**src/rtl/sdso_pkg.sv**
```systemverilog
// Shared constants, types and angle table for the spiral disc sample offset block.
`timescale 1ns / 1ps

package sdso_pkg;

  // Field and datapath widths
  localparam int IDX_W        = 15;
  localparam int RADIUS_W     = 6;
  localparam int SQ_W         = 48;
  localparam int SQ_STEPS     = 24;
  localparam int QUO_W        = 47;
  localparam int ROOT_W       = 24;
  localparam int TH_W         = 25;
  localparam int RAD_W        = 30;
  localparam int CV_W         = 20;
  localparam int CORDIC_STEPS = 16;
  localparam int MOD_STEPS    = 7;
  localparam int PROD_W       = RAD_W + 1 + CV_W;
  localparam int OFS_W        = 8;

  // Fixed-point constants, 16 fractional bits unless noted
  localparam logic [IDX_W-1:0]       SAMPLE_MAX      = 15'd16384;
  localparam logic [29:0]            TWO_SQRT_PI_Q28 = 30'd951578915;
  localparam logic [TH_W-1:0]        TWO_PI_QF       = 25'd411775;
  localparam logic signed [CV_W-1:0] TWO_PI_S        = 20'sd411775;
  localparam logic signed [CV_W-1:0] PI_QF           = 20'sd205887;
  localparam logic signed [CV_W-1:0] HALF_PI_QF      = 20'sd102943;
  localparam logic signed [CV_W-1:0] GAIN_QF         = 20'sd39797;
  localparam logic [7:0]             OFS_LIMIT       = 8'd127;

  // Configuration register indexes
  typedef enum logic [1:0] {
    REG_BLUR_RADIUS  = 2'd0,
    REG_DISC_PIXELS  = 2'd1,
    REG_SAMPLE_TOTAL = 2'd2
  } cfg_reg_t;

  // One delivered result
  typedef struct packed {
    logic [OFS_W-1:0] x_offset;
    logic [OFS_W-1:0] y_offset;
    logic             last;
    logic             clipped;
  } out_item_t;

  // Rotation angle atan(2^-step) in QF
  function automatic logic signed [CV_W-1:0] atan_qf(input int step);
    logic signed [CV_W-1:0] a;
    case (step)
      0:       a = 20'sd51472;
      1:       a = 20'sd30386;
      2:       a = 20'sd16055;
      3:       a = 20'sd8150;
      4:       a = 20'sd4091;
      5:       a = 20'sd2047;
      6:       a = 20'sd1024;
      7:       a = 20'sd512;
      8:       a = 20'sd256;
      9:       a = 20'sd128;
      10:      a = 20'sd64;
      default: a = 20'sd1 <<< (16 - step);
    endcase
    return a;
  endfunction

endpackage

```
**src/rtl/sdso_div_cell.sv**
```systemverilog
// One quotient bit step of the pipelined k/N restoring division.
`timescale 1ns / 1ps

module sdso_div_cell #(
  parameter int IDX    = 0,
  parameter int SIDE_W = 1
) (
  input  logic                        clk,
  input  logic                        rst_n,
  input  logic                        en,
  input  logic [sdso_pkg::IDX_W-1:0]  n,
  input  logic                        in_vld,
  input  logic [sdso_pkg::IDX_W-1:0]  in_k,
  input  logic [sdso_pkg::IDX_W-1:0]  in_rem,
  input  logic [sdso_pkg::QUO_W-1:0]  in_quo,
  input  logic [SIDE_W-1:0]           in_side,
  output logic                        out_vld,
  output logic [sdso_pkg::IDX_W-1:0]  out_k,
  output logic [sdso_pkg::IDX_W-1:0]  out_rem,
  output logic [sdso_pkg::QUO_W-1:0]  out_quo,
  output logic [SIDE_W-1:0]           out_side
);

  localparam int KW = sdso_pkg::IDX_W;
  localparam int QW = sdso_pkg::QUO_W;
  localparam int KB = (IDX < KW) ? (KW - 1 - IDX) : 0;

  logic          vld_r;
  logic [KW-1:0] k_r, rem_r, rem_nxt, rem_sh;
  logic [QW-1:0] quo_r, quo_nxt;
  logic [SIDE_W-1:0] side_r;
  logic          dbit, take;

  // Bring down the next dividend bit; the low dividend bits are zero
  always_comb begin
    dbit    = (IDX < KW) ? in_k[KB] : 1'b0;
    rem_sh  = {in_rem[KW-2:0], dbit};
    take    = (rem_sh >= n);
    rem_nxt = take ? (rem_sh - n) : rem_sh;
    quo_nxt = {in_quo[QW-2:0], take};
  end

  always_ff @(posedge clk) begin
    if (!rst_n) begin
      vld_r <= 1'b0;
    end else if (en) begin
      vld_r <= in_vld;
    end
  end

  always_ff @(posedge clk) begin
    if (en) begin
      k_r    <= in_k;
      rem_r  <= rem_nxt;
      quo_r  <= quo_nxt;
      side_r <= in_side;
    end
  end

  assign out_vld  = vld_r;
  assign out_k    = k_r;
  assign out_rem  = rem_r;
  assign out_quo  = quo_r;
  assign out_side = side_r;

endmodule

```
**config.mk**
```make
export PLATFORM = sky130hd
export DESIGN_NAME = sdso_div_cell
export DESIGN_NICKNAME = d
export VERILOG_FILES = /design/src/rtl/sdso_pkg.sv /design/src/rtl/sdso_div_cell.sv
export SDC_FILE = /design/constraint.sdc
export NUM_CORES = 1
export LEC_CHECK = 0
export BUFFER_PORTS_ARGS = -buffer_cell sky130_fd_sc_hd__buf_4
export CAP_MARGIN = 20
export CELL_PAD_IN_SITES_DETAIL_PLACEMENT = 1
export CELL_PAD_IN_SITES_GLOBAL_PLACEMENT = 1
export CORE_MARGIN = 2
export CORE_UTILIZATION = 32
export DETAILED_ROUTE_END_ITERATION = 10
export PLACE_DENSITY_LB_ADDON = 0.1
export SETUP_SLACK_MARGIN = 0.2
export SKIP_LAST_GASP = 1
export SLEW_MARGIN = 0
export SYNTH_ARGS = -nofsm -noshare
export SYNTH_HDL_FRONTEND = slang
export SYNTH_SLANG_ARGS = --single-unit
export TNS_END_PERCENT = 50
```
**constraint.sdc**
```tcl
create_clock -name clk -period 2.8 [get_ports clk]
set_clock_uncertainty 0.05 [all_clocks]
set_input_delay 0.56 -clock clk [delete_from_list [all_inputs] [get_ports clk]]
set_output_delay 0.56 -clock clk [all_outputs]
set_load 0.05 [all_outputs]
```
==> results of run 1 <==
==> cell usage in the layout, fill, tap and decap left out, drive strengths merged, types with 2 or more instances in the layout <==
master | Yosys | routed
buf | 3 | 199
edfxtp | 78 | 78
inv | 17 | 18
ha | 16 | 16
mux2 | 13 | 13
nor2 | 11 | 11
clkbuf | 3 | 11
a21oi | 9 | 9
nand3 | 7 | 7
nand2 | 6 | 6
o21ai | 6 | 6
nor3 | 5 | 5
xnor2 | 5 | 5
a211oi | 5 | 5
a21o | 4 | 4
o21a | 3 | 3
nand2b | 3 | 3
xor2 | 3 | 3
mux2i | 3 | 3
nand4 | 3 | 3
nor2b | 3 | 3
o211ai | 2 | 2
bufinv | 0 | 2
o31a | 2 | 2
and4 | 2 | 2
and3 | 2 | 2
clkinv | 0 | 2
==> report_power, final <==
group / internal (mW) / total (mW) / switching (mW) / leakage [nW]
clock network: 0.506 / 0.921 / 0.414 / 0.108
logic: 0.399 / 1.02 / 0.623 / 1.52
registers: 1.42 / 1.45 / 0.0288 / 0.772
total: 2.33 / 3.40 / 1.07 / 2.40
==> critical path, cell delays in order <==
cell and delay (ps):
buf_4 110, inv_1 90, ha_1 160, inv_1 60
fa_2 360, a211oi_2 180, nor2_1 110, a21o_1 210
a221o_2 350, xor2_1 140, mux2_4 260
==> cells in the mapped netlist (all sizes together), types with 2 or more instances <==
cell type  instances
edfxtp            78
inv               17
ha                16
mux2              13
nor2              11
a21oi              9
nand3              7
nand2              6
o21ai              6
a211oi             5
nor3               5
xnor2              5
a21o               4
buf                3
clkbuf             3
mux2i              3
nand2b             3
nand4              3
nor2b              3
o21a               3
xor2               3
and3               2
and4               2
o211ai             2
o31a               2
==> layer usage <==
metal  vias up  wire [µm]
met2        96       4650
li1       1276          -
met3        15        696
met4         0        173
met5         -          0
met1      1260       3640
==> how the worst max path moves through the flow <==
stage / from / endpoint / slack, ps / depth (start not counted)
floorplan: n[1] / out_rem[10] / 140 / 9
global placement: in_k[14] / out_rem[12] / -100 / 11
detailed placement: in_k[14] / out_rem[12] / -100 / 11
CTS: in_k[14] / out_rem[12] / 290 / 11
global route: in_k[14] / out_rem[12] / 190 / 11
finish: in_k[14] / out_rem[12] / 270 / 11
==> kinds of logic (layout without fill, tap and decap cells) <==
group / count (synthesis) / after routing
mux: 16 / 16
simple gates: 46 / 46
buf+inv: 24 / 232
flops: 79 / 79
xor+xnor: 8 / 8
compound gates: 40 / 40
fa+ha+maj: 17 / 17
==> sequential cells by signal, indices dropped and copies added, names as in the netlist <==
name,count
out_quo,47
out_k,15
out_rem,15
out_side,1
out_vld,1
==> stage by stage <==
step	hold WS, ps	power [mW]	instance area, µm²	util, %	setup TNS [ps]
after floorplan	609	2.12	3600	-	0
after global placement	449	2.49	5240	48.5	-426
after detailed placement	485	2.51	5240	48.5	-528
after CTS	306	3.44	5450	50.5	0
after global routing	307	3.54	5450	50.5	0
final	328	3.40	5450	50.5	0
==> cell type report <==
class / count / area, µm²
fillers: 1131 / 5340
flip-flops and latches: 79 / 2360
repair buffers: 199 / 1520
multi-input cells: 127 / 1100
well taps: 140 / 175
clock buffers: 11 / 131
clock inverters: 5 / 82.6
inverters: 17 / 80.1
==> parameters.txt, run 1 <==
Parameter                              Value

Status
  Outcome ... completed

Floorplan
  FP Rows ... 38
  I/O pin cnt ... about 180
  Core area ... between 10000 and 15000 µm²
  Die area ... about 12000 µm²
  Initial Utilization ... between 30% and 40%
  Horizontal die dimension ... about 110 µm
  Die Y ... between 100 and 150 µm

Global route
  Layer carrying the most global-route usage ... met2
  Pin count of the biggest net entering global routing ... 50
  Grt met1 use ... 17.5%
  GRT Util Overall ... 14.9%
  Met2 usage in global routing ... between 20% and 30%
  Global-route wire length before repair ... 13.4 mm
  Global routing usage on met3 ... between 3 and 4%
  Congestion Overflow GR ... 0
  Vias in the first global route ... around 2700
  Antenna violations before repair ... 0

Clocking
  Largest buffer count on any clock path ... 2
  Hold buffers post-CTS ... 0
  Setup Fix Bufs, Post-CTS ... 0
  CTS tree ... built
  Clock Pin Slew Worst Setup and Hold Paths ... 80 ps
  CTS Sinks ... slightly below 80
  Inserted Clock Buffers ... 9
  Number of gates resized after cts ... 0
  H-Tree Level Count ... 3
  Root Buffer Master ... clkbuf_8
  Later-pin clock latency in the skew report ... around 350 ps

Synthesis
  Number of flops mapped to enable cells by yosys ... a little under 80
  Portion of netlist area occupied by mux cells ... just under 6%
  Mean instance size in the synthesized netlist ... ~15 µm²
  Predominant post-synthesis flop cell ... edfxtp_1
  Cell variety after synth ... 50
  Arithmetic-cell share of the synthesized area counting full adders, half adders and majority gates ... roughly 6.2%
  Basic-gate share of the synthesized area counting and, or, nand and nor cells ... roughly 7%
  Largest family of logic cells by synthesized area ... compound AO/OA/AOI/OAI gates
  Top post-synthesis cells by area ... edfxtp_1 (66%), ha_1 (5.7%), mux2_4 (3.4%)
  Number of instances in the synthesized netlist ... 230
  Cell taking the most area after synthesis ... edfxtp_1
  Share of Yosys cell area claimed by the top area cell type ... 66.2%
  Complex-gate fraction of the synthesized area ... about 9%
  Async SR Flop Fraction ... 0%
  Count of yosys warnings during synthesis ... 0
  Xor-xnor portion of the synthesized cell area ... under 10%
  Portion of the post-synthesis area used by sequential elements ... about two thirds
  Yosys reg bits ... 79
  Post-Synthesis Cell Area ... approximately 3500 µm²
  Post-synthesis net count ... 344

Worst setup path
  Setup slack of the worst register-to-register path ... between 2000 and 2500 ps
  Critical path launch point type ... input port
  Critical register-to-register path startpoint ... out_vld
  Crit Reg-Reg Endpoint ... out_vld
  Category of the worst setup path capture point ... flop
  Critical path data required time ... around 2900 ps
  Worst-path maximum fanout ... 3
  Arrival time of data at the critical path endpoint ... between 2000 and 3000 ps
  Number of cell instances on the worst register-to-register path ... 2
  Critical path start-end classification ... input port to flop

Min path
  Hold path startpoint ... in_quo[16]
  Number of instances on the worst hold path ... 1
  Worst Hold Class ... input port to flop
  Hold path endpoint ... out_quo[17]

STA
  Max Fclk ... 396 MHz
  Clock period minus worst slack ... 2530 ps
  Worst-margin pin slew ... 443 ps
  Unrepaired setup endpoints after global routing ... true
  Fin. Hold Viols ... 0
  Final count of pins violating max slew ... 0
  Finish-stage setup viols ... 0
  Worst slew margin relative to its limit ... 70.5%
  Final clock period utilization by the worst path ... between 90% and 100%
  Slack of the critical path ... around 270 ps

Placement
  HPWL Detailed ... ~7.1 mm
  Worst slack after detailed placement ... -101 ps
  Number of port buffers ... 173
  Final estimated routing congestion in global placement ... ~0.77
  Placed cell count ... between 500 and 600

Routing
  Number of vias in the routed layout ... 2647
  Post-detailed-route count of antenna-violating nets ... 0
  Drt first-iter violations ... roughly 110
  DRC Markers ... 0
  Count of TritonRoute iterations in the first routing pass ... 4
  Wire per inst ... 15.8 µm
  Final Routed Wirelength ... 9.15 mm
  Vias/cell ... 4.58

Power
  Standby leakage power ... ~2.4 nW
  VDD IR max ... just under 0.0003 V
  Total power per unit cell area ... slightly above 600 nW/µm²

Final layout
  Proportion of layout cells with a drive suffix above 1 ... 54.8%
  Area grow syn2layout ... 54.0%
  Fin nets ... 547
  Number of standard cells in the layout, taps in and fillers out ... 578
  Diode insertion count for antenna repair ... 0

Run
  Max_cap viols ... 0
Power figures use the tool's default switching activity.
==> inputs of run 2 (changes only) <==
--- a/config.mk
+++ b/config.mk
@@ -5,7 +5,7 @@
 export SDC_FILE = /design/constraint.sdc
 export NUM_CORES = 1
 export LEC_CHECK = 0
-export BUFFER_PORTS_ARGS = -buffer_cell sky130_fd_sc_hd__buf_4
+export BUFFER_PORTS_ARGS = -buffer_cell sky130_fd_sc_hd__buf_2
 export CAP_MARGIN = 20
 export CELL_PAD_IN_SITES_DETAIL_PLACEMENT = 1
 export CELL_PAD_IN_SITES_GLOBAL_PLACEMENT = 1
==> run 2 against run 1 <==
- sequential power about the same
- cell area down 7.2%
- maximum frequency down 0.55%
- combinational power down 8%
- setup slack worse by 14 ps
- register-to-register slack about the same
- final cell count up 0.69%
- largest power group unchanged
- worst hold slack worse by 3.9 ps
- total power down 4.4%
- first-iteration DRC count down 29%
==> parameters.txt, run 2 (synthesis gave the netlist of run 1 again) <==
Parameter                              Value

STA
  Unrepaired setup endpoints after global routing ... false
  Finish-stage setup viols ... 0 (unchanged)
  Clock period minus worst slack ... 2540 ps (+13.9 ps)
  Fin. Hold Viols ... 0 (unchanged)
  Sum of negative setup slack ... 0 ps (unchanged)
  Worst-margin pin slew ... 511 ps (+68.2 ps)
  Final count of pins violating max slew ... 0 (unchanged)
  Final clock period utilization by the worst path ... 90.7% (+0.50 points)
  Max Fclk ... 394 MHz (-0.55%)
  Worst slew margin relative to its limit ... 65.9% (-4.5 points)

Worst setup path
  CP Buf/Inv Count ... 3 (unchanged)
  Critical path start-end classification ... input port to flop
  Cell chain of the critical path ... buf_2 -> inv_16 -> ha_4 -> nor2b_4 -> o31a_1 -> o31a_4 -> a41oi_4 -> o21ai_4 -> buf_12 -> mux2_4
  Slowest Stage Delay on Critical Path ... 360 ps (about the same)
  Worst-path maximum fanout ... 10 (+7)
  Category of the worst setup path capture point ... flop
  Top delay family on crit path ... compound AO/OA/AOI/OAI gates
  Arrival time of data at the critical path endpoint ... 2610 ps (+30 ps)
  Critical path launch point type ... input port
  Library cell contributing the largest single delay on the critical path ... o31a_4
  Critical path data required time ... 2870 ps (about the same)

Placement
  Placed cell count ... 565 (+0.53%)
  Instance area after placement ... 4840 µm² (-7.6%)
  Number of port buffers ... 173 (unchanged)
  HPWL Detailed ... 6.95 mm (-2.3%)
  Final estimated routing congestion in global placement ... 0.733 (-5.4%)

Clocking
  Later-pin clock latency in the skew report ... 350 ps (about the same)
  CTS Sinks ... 79 (unchanged)
  Inserted Clock Buffers ... 9 (unchanged)
  Largest buffer count on any clock path ... 2 (unchanged)
  Clock Pin Slew Worst Setup and Hold Paths ... 90 ps (about the same)
  H-Tree Level Count ... 3 (unchanged)
  CTS tree ... built
  Root Buffer Master ... clkbuf_8

Floorplan
  Core area ... 10800 µm² (unchanged)
  Horizontal die dimension ... 109 µm (unchanged)
  FP Rows ... 38 (unchanged)
  I/O pin cnt ... 176 (unchanged)
  Die area ... 11900 µm² (unchanged)
  Die Y ... 109 µm (unchanged)
  Initial Utilization ... 32.8% (unchanged)

Power
  VDD IR max ... 0.000277 V (-4.5%)
  Sum of internal, switching and leakage power ... 3.25 mW (-4.4%)
  Total power per unit cell area ... 642 nW/µm² (+3.1%)
  Standby leakage power ... 2.26 nW (-5.9%)

Global route
  Global-route wire length before repair ... 13.6 mm (+1.1%)
  Vias in the first global route ... 2763 (+4.3%)
  GRT Util Overall ... 15.1% (+0.17 points)
  Pin count of the biggest net entering global routing ... 45 (-10%)
  Antenna violations before repair ... 0 (unchanged)
  Congestion Overflow GR ... 0 (unchanged)

Routing
  Number of vias in the routed layout ... 2672 (+0.94%)
  Drt first-iter violations ... 79 (-29%)
  Final Routed Wirelength ... 9.14 mm (-0.14%)
  Count of TritonRoute iterations in the first routing pass ... 4 (unchanged)
  Vias/cell ... 4.59 (+0.25%)
  DRC Markers ... 0 (unchanged)
  Post-detailed-route count of antenna-violating nets ... 0 (unchanged)
  Wire per inst ... 15.7 µm (-0.83%)

Final layout
  Design area ... 5060 µm² (-7.2%)
  Number of flip-flops in the largest register ... 47 (unchanged)
  Utilization after layout ... 46.9% (-3.7 points)
  Proportion of layout cells with a drive suffix above 1 ... 55.7% (+0.86 points)
  Diode insertion count for antenna repair ... 0 (unchanged)
  Count of filler cells inserted in the layout ... 1202 (+6.3%)
  Fin nets ... 551 (+0.73%)
  Area grow syn2layout ... 42.9%
  Number of standard cells in the layout, taps in and fillers out ... 582 (+0.69%)
  Commonest non-fill, non-tap cell in the layout ... buf_2
  Commonest cells after routing, fill and taps aside ... buf_2 (172), edfxtp_1 (78), buf_4 (28)

Status
  Outcome ... completed

Run
  Max_cap viols ... 0 (unchanged)

Min path
  Worst Hold Class ... input port to flop
## run 2: metal layers
layer	GRT usage [%]	part of all wire, %	routed length, µm	up-vias
met4	4.43	1.4	126	0
met5	0	0	0	-
met2	25.8	49	4480	101
li1	-	-	-	1287
met1	17.9	41	3760	1276
met3	5.02	8.4	772	8
## run 2: path summary, 6_finish.rpt
kind,startpoint,endpoint,slack [ps],cells after the start
max,n[1],out_rem[10],260,10
min,in_k[1],out_k[1],320,1
max reg2reg,out_vld,out_vld,2160,2
min reg2reg,out_vld,out_vld,470,2
## run 2: power breakdown
| part | switching [mW] | leakage, nW | internal [mW] |
|---|---|---|---|
| Clock | 0.450 | 0.0924 | 0.414 |
| Sequential | 0.0248 | 0.772 | 1.42 |
| Combinational | 0.625 | 1.40 | 0.310 |
| Total | 1.10 | 2.26 | 2.15 |
## run 2: area by class of cell
| type | instances | area, µm² | share of cell area, % |
|---|---|---|---|
| timing repair buffer | 203 | 1130 | 22.4 |
| inverter | 17 | 80.1 | 1.58 |
| sequential | 79 | 2360 | 46.7 |
| multi-input combinational | 127 | 1110 | 22.0 |
| clock buffer | 9 | 124 | 2.45 |
| tap | 140 | 175 | 3.46 |
| clock inverter | 7 | 72.6 | 1.43 |
## run 2: what timing repair did
action | CTS | global route
endpoints found under the setup margin | 0 | 2
hold buffers | 0 | 0
gates resized for setup | 0 | 4
setup buffers | 0 | 1
## run 2: through the flow
| stage | setup WS [ps] | hold slack [ps] |
|---|---|---|
| 6_report | 259 | 324 |
| 2_1_floorplan | 141 | 609 |
| 4_1_cts | 257 | 293 |
| 3_3_place_gp | -90.0 | 443 |
| 3_5_place_dp | -126 | 460 |
| 5_1_grt | 201 | 296 |
## run 2: worst register-to-register path: stages (launching register included)
cell	delay (ps)
dfxtp_1	320
mux2i_1	120
nor2b_1	60
==> inputs of run 3 (changes only) <==
--- a/config.mk
+++ b/config.mk
@@ -5,12 +5,13 @@
 export SDC_FILE = /design/constraint.sdc
 export NUM_CORES = 1
 export LEC_CHECK = 0
+export ABC_AREA = 1
 export BUFFER_PORTS_ARGS = -buffer_cell sky130_fd_sc_hd__buf_2
 export CAP_MARGIN = 20
 export CELL_PAD_IN_SITES_DETAIL_PLACEMENT = 1
 export CELL_PAD_IN_SITES_GLOBAL_PLACEMENT = 1
 export CORE_MARGIN = 2
-export CORE_UTILIZATION = 32
+export CORE_UTILIZATION = 35
 export DETAILED_ROUTE_END_ITERATION = 10
 export PLACE_DENSITY_LB_ADDON = 0.1
 export SETUP_SLACK_MARGIN = 0.2
==> constraint.sdc (replaced) <==
create_clock -name clk -period 2.9 [get_ports clk]
set_clock_uncertainty 0.05 [all_clocks]
set_input_delay 0.58 -clock clk [delete_from_list [all_inputs] [get_ports clk]]
set_output_delay 0.58 -clock clk [all_outputs]
set_load 0.05 [all_outputs]
==> run 3 against run 2 <==
- core utilization is 1.9 points higher
- setup slack better by 410 ps
- first-iteration DRC count is 20% lower
- wire length is 3.3% higher
- highest routed layer unchanged
==> parameters.txt, run 3 <==
Parameter                              Value

Routing
  DRC Markers ... 0 (unchanged)
  Count of TritonRoute iterations in the first routing pass ... 4 (unchanged)
  Wire per inst ... 14.4 µm (-8.0%)
  Post-detailed-route count of antenna-violating nets ... 0 (unchanged)
  Number of vias in the routed layout ... 2904 (+8.7%)
  Final Routed Wirelength ... 9.44 mm (+3.3%)
  Drt first-iter violations ... 63 (-20%)
  Vias/cell ... 4.44 (-3.3%)

Clocking
  CTS tree ... built
  Setup Fix Bufs, Post-CTS ... 0 (unchanged)
  Clock Pin Slew Worst Setup and Hold Paths ... 90 ps (about the same)
  Number of gates resized after cts ... 0 (unchanged)
  Later-pin clock latency in the skew report ... 340 ps (about the same)
  H-Tree Level Count ... 3 (unchanged)
  Largest buffer count on any clock path ... 2 (unchanged)
  CTS Sinks ... 79 (unchanged)
  Inserted Clock Buffers ... 9 (unchanged)
  Hold buffers post-CTS ... 0 (unchanged)
  Root Buffer Master ... clkbuf_8

Synthesis
  Async SR Flop Fraction ... 0% (unchanged)
  Synth top cells by count ... edfxtp_1 (78), nand2_1 (75), inv_1 (58)
  Post-Synthesis Cell Area ... 3770 µm² (+6.5%)
  Mean instance size in the synthesized netlist ... 11.6 µm² (-24%)
  Library cell with the highest instance count after synthesis ... edfxtp_1
  Cell taking the most area after synthesis ... edfxtp_1
  Top post-synthesis cells by area ... edfxtp_1 (62%), nand2_1 (7.5%), inv_1 (5.8%)
  Predominant post-synthesis flop cell ... edfxtp_1
  Yosys reg bits ... 79 (unchanged)
  Number of flops mapped to enable cells by yosys ... 78 (unchanged)
  Number of instances in the synthesized netlist ... 324 (+41%)
  Cell variety after synth ... 28 (-44%)
  Post-synthesis net count ... 438 (+27%)
  Share of Yosys cell area claimed by the top area cell type ... 62.1% (-4.0 points)
  Portion of the post-synthesis area used by sequential elements ... 62.7% (-4.1 points)
  Count of yosys warnings during synthesis ... 0 (unchanged)

Global route
  Congestion Overflow GR ... 0 (unchanged)
  Global-route wire length before repair ... 14.6 mm (+7.8%)
  Vias in the first global route ... 2929 (+6.0%)
  GRT Util Overall ... 16.5% (+1.4 points)
  Antenna violations before repair ... 1 (+1)
  Pin count of the biggest net entering global routing ... 46 (+2.2%)

Run
  Max_cap viols ... 0 (unchanged)

Power
  Internal ... 2.09 mW (-2.5%)
  Total power per unit cell area ... 624 nW/µm² (-2.8%)
  Combinational Power Share ... 27.5% (-1.3 points)
  Sw frac ... 33.6% (-0.27 points)
  Seq pwr share ... 44.4% (-0.2 points)
  Relative contribution of the clock network to total power ... 28.1% (+1.5 points)
  Standby leakage power ... 2.47 nW (+9.4%)
  VDD IR max ... 0.000240 V (-13%)
  Switching pwr ... 1.06 mW (-3.7%)

STA
  Sum of negative setup slack ... 0 ps (unchanged)
  Final count of pins violating max slew ... 0 (unchanged)
  Final clock period utilization by the worst path ... slightly below 80%
  Clock period minus worst slack ... 2230 ps
  Finish-stage setup viols ... 0 (unchanged)
  Worst-margin pin slew ... 594 ps (+82.5 ps)
  Worst slew margin relative to its limit ... 60.4% (-5.5 points)
  Max Fclk ... 449 MHz
  Unrepaired setup endpoints after global routing ... false
  Fin. Hold Viols ... 0 (unchanged)

Final layout
  Commonest non-fill, non-tap cell in the layout ... buf_2
  Area grow syn2layout ... 34.1%
  Fin nets ... 626 (+14%)
  Number of flip-flops in the largest register ... 47 (unchanged)
  Proportion of layout cells with a drive suffix above 1 ... 46.4% (-9.2 points)
  Number of standard cells in the layout, taps in and fillers out ... 654 (+12%)
  Count of filler cells inserted in the layout ... 1210 (+0.67%)
  Commonest cells after routing, fill and taps aside ... buf_2 (172), edfxtp_1 (78), nand2_1 (75)

Min path
  Worst Hold Class ... input port to flop
  Number of instances on the worst hold path ... 1 (unchanged)

Floorplan
  Initial Utilization ... 36.4% (+3.6 points)
  Core area ... 10400 µm² (-3.9%)
  Die Y ... 108 µm (-1.3%)
  I/O pin cnt ... 176 (unchanged)
  FP Rows ... 37 (-2.6%)
  Die area ... 11600 µm² (-2.5%)
  Horizontal die dimension ... 108 µm (-1.3%)

Worst setup path
  Top delay family on crit path ... simple AND/OR/NAND/NOR gates
  Crit Reg-Reg Endpoint ... out_vld
  Critical path start-end classification ... input port to flop
  Library cell contributing the largest single delay on the critical path ... ha_1
  Critical path launch point type ... input port
  Worst-path maximum fanout ... 24 (+14)
  Cell depth of the worst setup path ... 11 (+1)
  Setup slack of the worst register-to-register path ... 2220 ps (+60 ps)
  Critical Path Start ... n[6]
  CP Buf/Inv Count ... 2 (-1)
  Arrival time of data at the critical path endpoint ... 2260 ps (-350 ps)
  Critical path data required time ... 2930 ps (+60 ps)
  Critical path capture point ... out_rem[7]
  Slowest Stage Delay on Critical Path ... 360 ps (about the same)
  Most frequent cell on the critical path ... nand2_1
  Critical register-to-register path startpoint ... out_vld
  Category of the worst setup path capture point ... flop
  Number of cell instances on the worst register-to-register path ... 2 (unchanged)
  Cell chain of the critical path ... buf_2 -> inv_1 -> ha_1 -> nand2_1 -> nand2_1 -> a21oi_2 -> nand2_4 -> nand2_4 -> nand3_4 -> nand2_1 -> o21ai_2

Placement
  Placed cell count ... 637 (+13%)
  Final estimated routing congestion in global placement ... 0.764 (+4.2%)
  Number of port buffers ... 173 (unchanged)
  HPWL Detailed ... 7.79 mm (+12%)

Status
  Outcome ... completed
-- run 3: cell count changes in the layout (fill, tap and decap cells not counted), moves of 6 or more --
| cell | change |
|---|---|
| nand2_1 | +69 |
| inv_1 | +44 |
| o21ai_2 | +8 |
| nand3_2 | +6 |
| buf_4 | -22 |
| nand4_1 | +6 |
| mux2_4 | -8 |
| nand2_2 | +14 |
-- run 3: layer usage --
metal / wire length [µm] / up-vias / global-route usage [%]
met5: 0 / - / 0
met2: 4710 / 104 / 29.0
met4: 109 / 0 / 5.49
li1: - / 1446 / -
met1: 3850 / 1347 / 19.4
met3: 767 / 7 / 4.60
-- run 3: how the worst min path moves through the flow --
stage	endpoint	slack [ps]	startpoint
after floorplan	out_vld	620	en
after global placement	out_vld	470	out_vld
after detailed placement	out_vld	490	out_vld
after CTS	out_quo[28]	330	in_quo[27]
after global routing	out_quo[37]	330	in_quo[36]
final	out_quo[28]	360	in_quo[27]
-- run 3: logic make-up (layout without fill, tap and decap cells) --
logic type,after synthesis,count (layout),synth area share (%)
AO/OA/AOI/OAI,18,18,3.58
XOR/XNOR,7,7,1.63
adder cells (fa/ha/maj),17,17,5.84
buffers and inverters,65,258,7.20
flip-flops,79,79,62.7
other,0,1,0
AND/OR/NAND/NOR,138,138,19.1
-- run 3: power by group through the flow --
stage	Combinational [mW]	Sequential [mW]	Clock, mW
final	0.867	1.40	0.888
after global routing	0.931	1.41	0.968
after CTS	0.879	1.40	0.922
after detailed placement	0.878	1.43	0
after global placement	0.868	1.42	0
after floorplan	0.259	1.80	0
-- run 3: worst register-to-register path: stages (launching register included) --
cell and delay [ps]:
dfxtp_1 310, o21ai_0 160, a21oi_1 50
-- run 3: area by class of cell --
cell class | count | area, µm² | share of cell area [%]
well taps | 136 | 170 | 3.37
inverters | 63 | 236 | 4.68
clock buffers | 10 | 128 | 2.53
multi-input cells | 180 | 1140 | 22.5
clock inverters | 6 | 92.6 | 1.83
flip-flops and latches | 79 | 2360 | 46.7
diodes | 1 | 2.50 | 0.0495
repair buffers | 179 | 926 | 18.3
-- run 3: per-stage QoR --
step                cell area (µm²)  setup WS (ps)  utilization, %  hold slack [ps]  total power [mW]
finish                         5050            673            48.7              358              3.15
global placement               4830            355            46.6              470              2.29
global route                   5050            561            48.7              326              3.31
floorplan                      3770            765               -              623              2.06
CTS                            5050            684            48.7              325              3.20
detailed placement             4830            311            46.6              489              2.30
